## src/hw/rtl/rrmc_pkg.sv

```systemverilog
`default_nettype none

package rrmc_pkg;

  localparam int unsigned MaxCols    = 2048;
  localparam int unsigned MaxRows    = 2048;

  localparam int unsigned PixW       = 8;
  localparam int unsigned CoordW     = 11;
  localparam int unsigned CountW     = 23;
  localparam int unsigned SumW       = 34;
  localparam int unsigned ThreshW    = 8;
  localparam int unsigned QuotW      = CoordW;
  localparam int unsigned DivStepW   = $clog2(QuotW);

  localparam int unsigned QueueDepth = 4;
  localparam int unsigned QPtrW      = $clog2(QueueDepth);
  localparam int unsigned QCntW      = $clog2(QueueDepth + 1);

  localparam int unsigned PaddrW     = 3;
  localparam int unsigned PdataW     = 32;

  localparam logic [ThreshW-1:0] ThreshReset = ThreshW'(10);
  localparam logic [CountW-1:0]  CountMax    = '1;
  localparam logic [CoordW-1:0]  ColLimit    = CoordW'(MaxCols - 1);
  localparam logic [CoordW-1:0]  RowLimit    = CoordW'(MaxRows - 1);

  typedef enum logic [0:0] {
    RegThreshold = 1'b0
  } reg_idx_e;

  typedef enum logic [1:0] {
    BackAcc = 2'd0,
    BackDiv = 2'd1,
    BackOut = 2'd2
  } back_state_e;

  typedef struct packed {
    logic              mask_bit;
    logic              frame_last;
    logic [CoordW-1:0] col;
    logic [CoordW-1:0] row;
  } queue_entry_t;

endpackage

`default_nettype wire

```

## src/hw/rtl/rrmc_if.sv

```systemverilog
`default_nettype none

interface rrmc_pix_if;
  logic       valid;
  logic       ready;
  logic [7:0] pixel_blue;
  logic [7:0] pixel_green;
  logic [7:0] pixel_red;
  logic [10:0] pixel_col;
  logic [10:0] pixel_row;
  logic       frame_last;

  modport source (output valid, pixel_blue, pixel_green, pixel_red, pixel_col,
                  pixel_row, frame_last, input ready);
  modport sink (input valid, pixel_blue, pixel_green, pixel_red, pixel_col,
                pixel_row, frame_last, output ready);
endinterface

interface rrmc_res_if;
  logic        valid;
  logic        ready;
  logic        mask_bit;
  logic        frame_done;
  logic        blob_found;
  logic [10:0] centroid_col;
  logic [10:0] centroid_row;
  logic [22:0] marked_count;

  modport source (output valid, mask_bit, frame_done, blob_found, centroid_col,
                  centroid_row, marked_count, input ready);
  modport sink (input valid, mask_bit, frame_done, blob_found, centroid_col,
                centroid_row, marked_count, output ready);
endinterface

`default_nettype wire

```

## src/hw/rtl/rrmc_front.sv

```systemverilog
`default_nettype none

module rrmc_front (
  rrmc_pix_if.sink                     pix_i,
  input  logic [rrmc_pkg::ThreshW-1:0] threshold_i,
  input  logic                         q_full_i,
  output logic                         push_o,
  output rrmc_pkg::queue_entry_t       entry_o
);

  // floor((r+1)/d) > t  <=>  r+1 >= (t+1)*d
  logic [8:0]  red_inc;
  logic [9:0]  divisor;
  logic [8:0]  thr_inc;
  logic [18:0] limit;

  assign red_inc = {1'b0, pix_i.pixel_red} + 9'd1;
  assign divisor = {2'b00, pix_i.pixel_blue} + {2'b00, pix_i.pixel_green} + 10'd2;
  assign thr_inc = {1'b0, threshold_i} + 9'd1;
  assign limit   = {10'b0, thr_inc} * {9'b0, divisor};

  assign pix_i.ready = !q_full_i;
  assign push_o      = pix_i.valid && !q_full_i;

  always_comb begin
    entry_o.mask_bit   = {10'b0, red_inc} >= limit;
    entry_o.frame_last = pix_i.frame_last;
    entry_o.col = (32'(pix_i.pixel_col) >= rrmc_pkg::MaxCols) ? rrmc_pkg::ColLimit
                                                               : pix_i.pixel_col;
    entry_o.row = (32'(pix_i.pixel_row) >= rrmc_pkg::MaxRows) ? rrmc_pkg::RowLimit
                                                               : pix_i.pixel_row;
  end

endmodule

`default_nettype wire

```

## src/hw/rtl/rrmc_fifo.sv

```systemverilog
`default_nettype none

module rrmc_fifo (
  input  logic                   clk_i,
  input  logic                   rst_ni,
  input  logic                   push_i,
  input  rrmc_pkg::queue_entry_t entry_i,
  input  logic                   pop_i,
  output logic                   full_o,
  output logic                   empty_o,
  output rrmc_pkg::queue_entry_t entry_o
);

  localparam logic [rrmc_pkg::QPtrW-1:0] LastPtr = rrmc_pkg::QPtrW'(rrmc_pkg::QueueDepth - 1);
  localparam logic [rrmc_pkg::QCntW-1:0] FullCnt = rrmc_pkg::QCntW'(rrmc_pkg::QueueDepth);

  rrmc_pkg::queue_entry_t           mem_q [rrmc_pkg::QueueDepth];
  logic [rrmc_pkg::QPtrW-1:0]       wr_ptr_q, wr_ptr_d;
  logic [rrmc_pkg::QPtrW-1:0]       rd_ptr_q, rd_ptr_d;
  logic [rrmc_pkg::QCntW-1:0]       cnt_q, cnt_d;

  assign full_o  = cnt_q == FullCnt;
  assign empty_o = cnt_q == '0;
  assign entry_o = mem_q[rd_ptr_q];

  always_comb begin
    wr_ptr_d = wr_ptr_q;
    rd_ptr_d = rd_ptr_q;
    cnt_d    = cnt_q;
    if (push_i) begin
      wr_ptr_d = (wr_ptr_q == LastPtr) ? '0 : wr_ptr_q + 1'b1;
    end
    if (pop_i) begin
      rd_ptr_d = (rd_ptr_q == LastPtr) ? '0 : rd_ptr_q + 1'b1;
    end
    if (push_i && !pop_i) begin
      cnt_d = cnt_q + 1'b1;
    end else if (pop_i && !push_i) begin
      cnt_d = cnt_q - 1'b1;
    end
  end

  always_ff @(posedge clk_i or negedge rst_ni) begin
    if (!rst_ni) begin
      wr_ptr_q <= '0;
      rd_ptr_q <= '0;
      cnt_q    <= '0;
    end else begin
      wr_ptr_q <= wr_ptr_d;
      rd_ptr_q <= rd_ptr_d;
      cnt_q    <= cnt_d;
    end
  end

  always_ff @(posedge clk_i) begin
    if (push_i) begin
      mem_q[wr_ptr_q] <= entry_i;
    end
  end

endmodule

`default_nettype wire

```

## src/hw/rtl/rrmc_back.sv

```systemverilog
`default_nettype none

module rrmc_back (
  input  logic                   clk_i,
  input  logic                   rst_ni,
  input  logic                   empty_i,
  input  rrmc_pkg::queue_entry_t entry_i,
  output logic                   pop_o,
  rrmc_res_if.source             res_o
);

  localparam int unsigned CountW = rrmc_pkg::CountW;
  localparam int unsigned SumW   = rrmc_pkg::SumW;
  localparam int unsigned QuotW  = rrmc_pkg::QuotW;
  localparam int unsigned CoordW = rrmc_pkg::CoordW;
  localparam int unsigned StepW  = rrmc_pkg::DivStepW;

  rrmc_pkg::back_state_e state_q, state_d;

  logic [CountW-1:0] cnt_q, cnt_d;
  logic [SumW-1:0]   col_sum_q, col_sum_d;
  logic [SumW-1:0]   row_sum_q, row_sum_d;

  logic [SumW-1:0]   rem_col_q, rem_col_d;
  logic [SumW-1:0]   rem_row_q, rem_row_d;
  logic [SumW-1:0]   div_sh_q, div_sh_d;
  logic [QuotW-1:0]  quo_col_q, quo_col_d;
  logic [QuotW-1:0]  quo_row_q, quo_row_d;
  logic [StepW-1:0]  step_q, step_d;
  logic [CountW-1:0] fin_count_q, fin_count_d;
  logic              fin_mask_q, fin_mask_d;

  logic              out_valid_q, out_valid_d;
  logic              out_mask_q, out_mask_d;
  logic              out_done_q, out_done_d;
  logic              out_found_q, out_found_d;
  logic [CoordW-1:0] out_col_q, out_col_d;
  logic [CoordW-1:0] out_row_q, out_row_d;
  logic [CountW-1:0] out_count_q, out_count_d;

  logic              out_free;
  logic              add;
  logic [CountW-1:0] cnt_inc;
  logic [SumW-1:0]   col_sum_inc;
  logic [SumW-1:0]   row_sum_inc;
  logic              ge_col, ge_row;
  logic              found;

  assign out_free = !out_valid_q || res_o.ready;

  // counter saturates, sums freeze with it
  assign add         = entry_i.mask_bit && (cnt_q != rrmc_pkg::CountMax);
  assign cnt_inc     = add ? cnt_q + 1'b1 : cnt_q;
  assign col_sum_inc = add ? col_sum_q + SumW'(entry_i.col) : col_sum_q;
  assign row_sum_inc = add ? row_sum_q + SumW'(entry_i.row) : row_sum_q;

  assign ge_col = rem_col_q >= div_sh_q;
  assign ge_row = rem_row_q >= div_sh_q;
  assign found  = fin_count_q != '0;

  always_comb begin
    state_d     = state_q;
    cnt_d       = cnt_q;
    col_sum_d   = col_sum_q;
    row_sum_d   = row_sum_q;
    rem_col_d   = rem_col_q;
    rem_row_d   = rem_row_q;
    div_sh_d    = div_sh_q;
    quo_col_d   = quo_col_q;
    quo_row_d   = quo_row_q;
    step_d      = step_q;
    fin_count_d = fin_count_q;
    fin_mask_d  = fin_mask_q;
    out_valid_d = out_valid_q && !res_o.ready;
    out_mask_d  = out_mask_q;
    out_done_d  = out_done_q;
    out_found_d = out_found_q;
    out_col_d   = out_col_q;
    out_row_d   = out_row_q;
    out_count_d = out_count_q;
    pop_o       = 1'b0;

    case (state_q)
      rrmc_pkg::BackAcc: begin
        if (!empty_i && out_free) begin
          pop_o = 1'b1;
          if (entry_i.frame_last) begin
            // quotient fits QuotW bits, so start the divisor at the top bit
            rem_col_d   = col_sum_inc;
            rem_row_d   = row_sum_inc;
            div_sh_d    = SumW'(cnt_inc) << (QuotW - 1);
            quo_col_d   = '0;
            quo_row_d   = '0;
            step_d      = StepW'(QuotW - 1);
            fin_count_d = cnt_inc;
            fin_mask_d  = entry_i.mask_bit;
            cnt_d       = '0;
            col_sum_d   = '0;
            row_sum_d   = '0;
            state_d     = rrmc_pkg::BackDiv;
          end else begin
            cnt_d       = cnt_inc;
            col_sum_d   = col_sum_inc;
            row_sum_d   = row_sum_inc;
            out_valid_d = 1'b1;
            out_mask_d  = entry_i.mask_bit;
            out_done_d  = 1'b0;
            out_found_d = 1'b0;
            out_col_d   = '0;
            out_row_d   = '0;
            out_count_d = '0;
          end
        end
      end
      rrmc_pkg::BackDiv: begin
        if (ge_col) begin
          rem_col_d = rem_col_q - div_sh_q;
        end
        if (ge_row) begin
          rem_row_d = rem_row_q - div_sh_q;
        end
        quo_col_d = {quo_col_q[QuotW-2:0], ge_col};
        quo_row_d = {quo_row_q[QuotW-2:0], ge_row};
        div_sh_d  = div_sh_q >> 1;
        step_d    = step_q - 1'b1;
        if (step_q == '0) begin
          state_d = rrmc_pkg::BackOut;
        end
      end
      rrmc_pkg::BackOut: begin
        if (out_free) begin
          out_valid_d = 1'b1;
          out_mask_d  = fin_mask_q;
          out_done_d  = 1'b1;
          out_found_d = found;
          out_col_d   = found ? quo_col_q : '0;
          out_row_d   = found ? quo_row_q : '0;
          out_count_d = fin_count_q;
          state_d     = rrmc_pkg::BackAcc;
        end
      end
      default: begin
        state_d = rrmc_pkg::BackAcc;
      end
    endcase
  end

  always_ff @(posedge clk_i or negedge rst_ni) begin
    if (!rst_ni) begin
      state_q     <= rrmc_pkg::BackAcc;
      cnt_q       <= '0;
      col_sum_q   <= '0;
      row_sum_q   <= '0;
      out_valid_q <= 1'b0;
    end else begin
      state_q     <= state_d;
      cnt_q       <= cnt_d;
      col_sum_q   <= col_sum_d;
      row_sum_q   <= row_sum_d;
      out_valid_q <= out_valid_d;
    end
  end

  always_ff @(posedge clk_i) begin
    rem_col_q   <= rem_col_d;
    rem_row_q   <= rem_row_d;
    div_sh_q    <= div_sh_d;
    quo_col_q   <= quo_col_d;
    quo_row_q   <= quo_row_d;
    step_q      <= step_d;
    fin_count_q <= fin_count_d;
    fin_mask_q  <= fin_mask_d;
    out_mask_q  <= out_mask_d;
    out_done_q  <= out_done_d;
    out_found_q <= out_found_d;
    out_col_q   <= out_col_d;
    out_row_q   <= out_row_d;
    out_count_q <= out_count_d;
  end

  assign res_o.valid        = out_valid_q;
  assign res_o.mask_bit     = out_mask_q;
  assign res_o.frame_done   = out_done_q;
  assign res_o.blob_found   = out_found_q;
  assign res_o.centroid_col = out_col_q;
  assign res_o.centroid_row = out_row_q;
  assign res_o.marked_count = out_count_q;

endmodule

`default_nettype wire

```

## src/hw/rtl/red_ratio_mask_centroid.sv

```systemverilog
// red-ratio pixel classifier with per-frame blob centroid
//
// pix_i: one beat per BGR pixel with its column, row and a last-of-frame flag.
// res_o: exactly one beat per pixel, in order: the mask bit, and on the frame's
//   last pixel also the marked count, found flag and truncated centroid.
// apb port: one register, red_ratio_threshold at byte address 0 (reset 10);
//   write only while the block is idle.
// path: an ordinary pixel passes through the queue and then the output register;
//   a last-of-frame pixel also waits for the 11-step shared restoring divider
//   that forms column and row means side by side.
// throughput: 1 pixel per cycle inside a frame while result beats are taken; a
//   frame end holds the back end through the divide while the 4-entry queue keeps taking pixels.
// reset: threshold returns to 10, count and sums clear, queue empties, no
//   result beat is pending.
// stall: a result beat waits in the output register and the back end stops
//   popping; the queue fills and pix_i.ready drops once it holds 4 beats
`default_nettype none

module red_ratio_mask_centroid (
  input  logic                          clk_i,
  input  logic                          rst_ni,
  rrmc_pix_if.sink                      pix_i,
  rrmc_res_if.source                    res_o,
  input  logic                          psel,
  input  logic                          penable,
  input  logic                          pwrite,
  input  logic [rrmc_pkg::PaddrW-1:0]   paddr,
  input  logic [rrmc_pkg::PdataW-1:0]   pwdata,
  output logic [rrmc_pkg::PdataW-1:0]   prdata,
  output logic                          pready
);

  logic [rrmc_pkg::ThreshW-1:0] thr_q, thr_d;
  rrmc_pkg::reg_idx_e           reg_idx;
  logic                         wr_en;

  logic                         q_full;
  logic                         q_empty;
  logic                         push;
  logic                         pop;
  rrmc_pkg::queue_entry_t       push_entry;
  rrmc_pkg::queue_entry_t       head_entry;

  // ---------------------------------------------------------------------------
  // config register, word addressed
  // ---------------------------------------------------------------------------
  assign pready  = 1'b1;
  assign reg_idx = rrmc_pkg::reg_idx_e'(paddr[rrmc_pkg::PaddrW-1:2]);
  assign wr_en   = psel && penable && pwrite;

  always_comb begin
    thr_d  = thr_q;
    prdata = '0;
    case (reg_idx)
      rrmc_pkg::RegThreshold: begin
        prdata = rrmc_pkg::PdataW'(thr_q);
        if (wr_en) begin
          thr_d = pwdata[rrmc_pkg::ThreshW-1:0];
        end
      end
      default: begin
        prdata = '0;
      end
    endcase
  end

  always_ff @(posedge clk_i or negedge rst_ni) begin
    if (!rst_ni) begin
      thr_q <= rrmc_pkg::ThreshReset;
    end else begin
      thr_q <= thr_d;
    end
  end

  // ---------------------------------------------------------------------------
  // front: classify and clamp each pixel beat, push into the queue
  // ---------------------------------------------------------------------------
  rrmc_front u_front (
    .pix_i       (pix_i),
    .threshold_i (thr_q),
    .q_full_i    (q_full),
    .push_o      (push),
    .entry_o     (push_entry)
  );

  // short queue decouples the per-pixel front from the frame-end divide
  rrmc_fifo u_fifo (
    .clk_i   (clk_i),
    .rst_ni  (rst_ni),
    .push_i  (push),
    .entry_i (push_entry),
    .pop_i   (pop),
    .full_o  (q_full),
    .empty_o (q_empty),
    .entry_o (head_entry)
  );

  // ---------------------------------------------------------------------------
  // back: accumulate, divide at frame end, drive the result register
  // ---------------------------------------------------------------------------
  rrmc_back u_back (
    .clk_i   (clk_i),
    .rst_ni  (rst_ni),
    .empty_i (q_empty),
    .entry_i (head_entry),
    .pop_o   (pop),
    .res_o   (res_o)
  );

endmodule

`default_nettype wire

```

## src/flat_wrapper.sv

```systemverilog
// flat-port wrapper written by rule: the top's interface ports become plain ports
module red_ratio_mask_centroid_flat 
  (clk_i, rst_ni, psel, penable, pwrite, paddr, pwdata, prdata, pready, pix_i_valid, pix_i_pixel_blue, pix_i_pixel_green, pix_i_pixel_red, pix_i_pixel_col, pix_i_pixel_row, pix_i_frame_last, pix_i_ready, res_o_valid, res_o_mask_bit, res_o_frame_done, res_o_blob_found, res_o_centroid_col, res_o_centroid_row, res_o_marked_count, res_o_ready);
  rrmc_pix_if pix_i_i ();
  rrmc_res_if res_o_i ();
  input  logic clk_i;
  input  logic rst_ni;
  input  logic psel;
  input  logic penable;
  input  logic pwrite;
  input  logic [rrmc_pkg::PaddrW-1:0] paddr;
  input  logic [rrmc_pkg::PdataW-1:0] pwdata;
  output logic [rrmc_pkg::PdataW-1:0] prdata;
  output logic pready;
  input wire logic [$bits(pix_i_i.valid)-1:0] pix_i_valid;
  input wire logic [$bits(pix_i_i.pixel_blue)-1:0] pix_i_pixel_blue;
  input wire logic [$bits(pix_i_i.pixel_green)-1:0] pix_i_pixel_green;
  input wire logic [$bits(pix_i_i.pixel_red)-1:0] pix_i_pixel_red;
  input wire logic [$bits(pix_i_i.pixel_col)-1:0] pix_i_pixel_col;
  input wire logic [$bits(pix_i_i.pixel_row)-1:0] pix_i_pixel_row;
  input wire logic [$bits(pix_i_i.frame_last)-1:0] pix_i_frame_last;
  output wire logic [$bits(pix_i_i.ready)-1:0] pix_i_ready;
  output wire logic [$bits(res_o_i.valid)-1:0] res_o_valid;
  output wire logic [$bits(res_o_i.mask_bit)-1:0] res_o_mask_bit;
  output wire logic [$bits(res_o_i.frame_done)-1:0] res_o_frame_done;
  output wire logic [$bits(res_o_i.blob_found)-1:0] res_o_blob_found;
  output wire logic [$bits(res_o_i.centroid_col)-1:0] res_o_centroid_col;
  output wire logic [$bits(res_o_i.centroid_row)-1:0] res_o_centroid_row;
  output wire logic [$bits(res_o_i.marked_count)-1:0] res_o_marked_count;
  input wire logic [$bits(res_o_i.ready)-1:0] res_o_ready;
  assign pix_i_i.valid = pix_i_valid;
  assign pix_i_i.pixel_blue = pix_i_pixel_blue;
  assign pix_i_i.pixel_green = pix_i_pixel_green;
  assign pix_i_i.pixel_red = pix_i_pixel_red;
  assign pix_i_i.pixel_col = pix_i_pixel_col;
  assign pix_i_i.pixel_row = pix_i_pixel_row;
  assign pix_i_i.frame_last = pix_i_frame_last;
  assign pix_i_ready = pix_i_i.ready;
  assign res_o_valid = res_o_i.valid;
  assign res_o_mask_bit = res_o_i.mask_bit;
  assign res_o_frame_done = res_o_i.frame_done;
  assign res_o_blob_found = res_o_i.blob_found;
  assign res_o_centroid_col = res_o_i.centroid_col;
  assign res_o_centroid_row = res_o_i.centroid_row;
  assign res_o_marked_count = res_o_i.marked_count;
  assign res_o_i.ready = res_o_ready;
  red_ratio_mask_centroid u_core (.clk_i(clk_i), .rst_ni(rst_ni), .pix_i(pix_i_i), .res_o(res_o_i), .psel(psel), .penable(penable), .pwrite(pwrite), .paddr(paddr), .pwdata(pwdata), .prdata(prdata), .pready(pready));
endmodule
```

## config.mk

```make
export PLATFORM = sky130hd
export DESIGN_NAME = red_ratio_mask_centroid_flat
export DESIGN_NICKNAME = d
export VERILOG_FILES = /design/src/hw/rtl/rrmc_pkg.sv /design/src/hw/rtl/rrmc_if.sv /design/src/hw/rtl/rrmc_front.sv /design/src/hw/rtl/rrmc_fifo.sv /design/src/hw/rtl/rrmc_back.sv /design/src/hw/rtl/red_ratio_mask_centroid.sv /design/src/flat_wrapper.sv
export SDC_FILE = /design/constraint.sdc
export NUM_CORES = 1
export LEC_CHECK = 0
export BUFFER_PORTS_ARGS = -buffer_cell sky130_fd_sc_hd__clkbuf_2
export CAP_MARGIN = 20
export CORE_ASPECT_RATIO = 1.25
export CORE_MARGIN = 4
export CORE_UTILIZATION = 62
export CTS_CLUSTER_SIZE = 16
export DETAILED_ROUTE_END_ITERATION = 7
export PLACE_DENSITY = 0.82
export SLEW_MARGIN = 10
export SYNTH_ARGS = -nofsm -noshare
export SYNTH_HDL_FRONTEND = slang
export SYNTH_HIERARCHICAL = 1
export SYNTH_SLANG_ARGS = --single-unit
```

## constraint.sdc

```tcl
create_clock -name clk_i -period 10.2 [get_ports clk_i]
set_input_delay 1.02 -clock clk_i [delete_from_list [all_inputs] [get_ports clk_i]]
set_output_delay 1.02 -clock clk_i [all_outputs]
set_load 0.01 [all_outputs]
```

==> reports/metrics.yaml <==
outcome:
  status: "finished clean"
floorplanning:
  die_h_um: 238.9
  core_area_sq_um: 42150
  start_util_pct: 62.77
  dieArea_sq_um: 46060
  rows: 84
  pin_count: 172
  fp.dieW_um: 192.8
synth:
  synthMostInstantiatedCell: "edfxtp_1"
  ys.flop_type: "edfxtp_1"
  syn_area_sq_um: 26450
  synth_common_cells: "edfxtp_1, nand2_1, inv_1"
  synthCells: 2544
  synth_edf_count: 295
  synthArstFlopShare_pct: 26.98
  synth_area_per_cell_sq_um: 10.40
  synth_top_cell_area_share_pct: 33.49
  ys_seq_area_share_pct: 43.81
  yosysWarnings: 6
  synth_area_leaders: "edfxtp_1, dfrtp_1, ha_1"
  synth_top_area_cell: "edfxtp_1"
  yosysUniqueCellTypes: 87
  ys_seq_elements: 404
timing:
  finalCritPeriodShare_pct: 75.96
  worst_pin_slew_ns: 1.076
  min_period_ns: 7.748
  finalSetupViolCount: 0
  fin_worst_skew_ns: 0.03685
  rsz0062_at_grt: "false"
  drv_slew: 0
  slew_headroom_pct: 28.02
  max_freq_mhz: 129.1
  hold_viol_final: 0
  fin_setup_tns_ns: 0
finish:
  drive_above_1_share_pct: 11.36
  area_growth_pct: 8.561
  fin_nets: 2921
  n_antenna_cell: 0
run:
  cap_violations: 0
cts:
  cts_root_buffer: "clkbuf_16"
  post_cts_resized: 0
  htreeDepth: 2
  cts_made_buffers: 41
  clk_pin_slew_ns: 0.06
  insertion_delay_ns: 0.57
  clkSinkCount: 404
  cts_tree: "done"
  hold_buffers: 0
  clk_path_buf_depth: 3
  cts_setup_buffers: 0
critical_path:
  critPathMaxFanout: 12
  criticalPathCategory: "in2reg"
  critPathLaunchType: "primary input"
  worstPathRequired_ns: 10.43
  critPathCaptureType: "flip-flop"
  arrival_ns: 7.98
global_routing:
  grt_pass1_wl_um: 101400
  grt_overflow: 0
  grt_pass1_vias: 20080
  antenna_found_initial: 0
  grt_max_degree: 70
  grt_usage_pct: 27.28
placement:
  dp_hpwl_um: 45450
  gp_congestion: 0.9269
  portBuffers: 120
drt:
  wirelength_um: 63220
  drtIter0Drc: 1460
  viasPerCell: 6.240
  drcViolationCount: 0
  wire_per_inst_um: 19.76
  drtAntennaViolNets: 0
  firstDrtPassIters: 5
  num_vias: 19960
worst_hold_path:
  hp-class: "reg2reg"
==> layer usage <==
metal / global-route usage (%) / vias up / part of all wire, % / routed length (um)
li1: - / 9264 / - / -
met1: 32.30 / 9717 / 38 / 23890
met2: 47.38 / 759 / 50 / 31880
met3: 3.959 / 223 / 5.5 / 3454
met4: 15.48 / 0 / 6.3 / 3996
met5: 0 / - / 0 / 0
==> worst max-delay path, cell delays in order <==
cell and delay [ns]:
clkbuf_2 0.07, inv_1 0.03, ha_1 0.27, inv_1 0.05, ha_1 0.15, inv_1 0.06, fa_1 0.48, nor2b_1 0.13
o21ai_0 0.10, a21boi_0 0.32, o21a_1 0.22, o21ai_0 0.09, buf_4 0.19, a211o_1 0.33, fa_1 0.53, inv_1 0.06
fa_1 0.49, fa_1 0.61, fa_1 0.45, ha_1 0.39, nor2b_1 0.08, a2111oi_0 0.48, o2111ai_1 0.20, a311oi_1 0.29
nand4b_1 0.12, nor4_1 0.76
==> final timing paths <==
| kind | slack (ns) | startpoint | end | cells after the start |
|---|---|---|---|---|
| hold reg to reg | 0.48 | u_core/u_back/col_sum_q[30]$_DFFE_PN0P_ | u_core/u_back/col_sum_q[30]$_DFFE_PN0P_ | 2 |
| hold / removal | 0.48 | u_core/u_back/col_sum_q[30]$_DFFE_PN0P_ | u_core/u_back/col_sum_q[30]$_DFFE_PN0P_ | 2 |
| setup reg to reg | 3.18 | u_core/thr_q[0]$_DFFE_PN0P_ | u_core/u_fifo/mem_q[3][23]$_DFFE_PP_ | 19 |
| setup / recovery | 2.45 | pix_i_pixel_blue[1] | u_core/u_fifo/mem_q[3][23]$_DFFE_PP_ | 26 |
| min in group asynchronous | 0.58 | rst_ni | u_core/u_fifo/wr_ptr_q[1]$_DFFE_PN0P_ | 1 |
| max in group asynchronous | 8.39 | rst_ni | u_core/u_back/row_sum_q[18]$_DFFE_PN0P_ | 2 |
==> registers in the layout (all words and copies together) (netlist names), 4 cells and up <==
| register | flops |
|---|---|
| u_core/u_back/step_q | 4 |
| u_core/u_back/quo_col_q | 11 |
| u_core/u_back/fin_count_q | 23 |
| u_core/thr_q | 8 |
| u_core/u_back/res_o.centroid_col | 11 |
| u_core/u_back/row_sum_q | 34 |
| u_core/u_back/col_sum_q | 34 |
| u_core/u_back/div_sh_q | 33 |
| u_core/u_fifo/mem_q | 96 |
| u_core/u_back/res_o.marked_count | 23 |
| u_core/u_back/res_o.centroid_row | 11 |
| u_core/u_back/quo_row_q | 11 |
| u_core/u_back/cnt_q | 23 |
| u_core/u_back/rem_row_q | 34 |
| u_core/u_back/rem_col_q | 34 |
==> cell families (layout without fill, tap and decap cells) <==
| logic type | Yosys count | after routing | synth area share, % |
|---|---|---|---|
| xor+xnor | 154 | 154 | 5.099 |
| fa+ha+maj | 224 | 224 | 12.38 |
| other cells | 2 | 25 | 0.02839 |
| simple gates | 769 | 769 | 14.63 |
| mux | 66 | 66 | 3.803 |
| compound gates | 604 | 604 | 14.73 |
| flops | 404 | 404 | 43.81 |
| buf+inv | 321 | 394 | 5.510 |
==> placed cells by master, fill, tap and decap left out, types with 42 or more instances in the layout <==
cell type,instances
nor2_1,150
xnor2_1,80
ha_1,161
xor2_1,74
fa_1,63
and3_1,43
clkbuf_16,42
o21ai_0,164
clkbuf_2,119
a21oi_1,141
edfxtp_1,295
and2_1,93
a21o_1,54
nand2_1,211
dfrtp_1,107
nor3_1,46
inv_1,170
nand3_1,77
==> layout make-up <==
class,count,area (sq um)
clock buffer,49,1097
clock inverter,26,324.1
fill,3108,13430
inverter,171,641.9
multi-input combinational,1842,13530
sequential,404,11590
tap,559,699.4
timing repair buffer,148,833.3
==> stage by stage <==
| stage | setup slack [ns] | util (%) | area [sq um] | cells | hold slack, ns |
|---|---|---|---|---|---|
| 4_1_cts | 2.324 | 68.14 | 28720 | 3199 | 0.4878 |
| 3_5_place_dp | 1.766 | 64.77 | 27300 | 3124 | 0.4719 |
| 2_1_floorplan | 3.019 | - | 26540 | 2567 | 0.4385 |
| 6_report | 2.452 | 68.14 | 28720 | 3199 | 0.4846 |
| 3_3_place_gp | 1.970 | 64.70 | 27270 | 3123 | 0.4503 |
| 5_1_grt | 1.949 | 68.14 | 28720 | 3199 | 0.5021 |
Power is left out: the tool's default activity adds up to more than one toggle a clock period on the data nets, which glitch-free logic cannot reach.
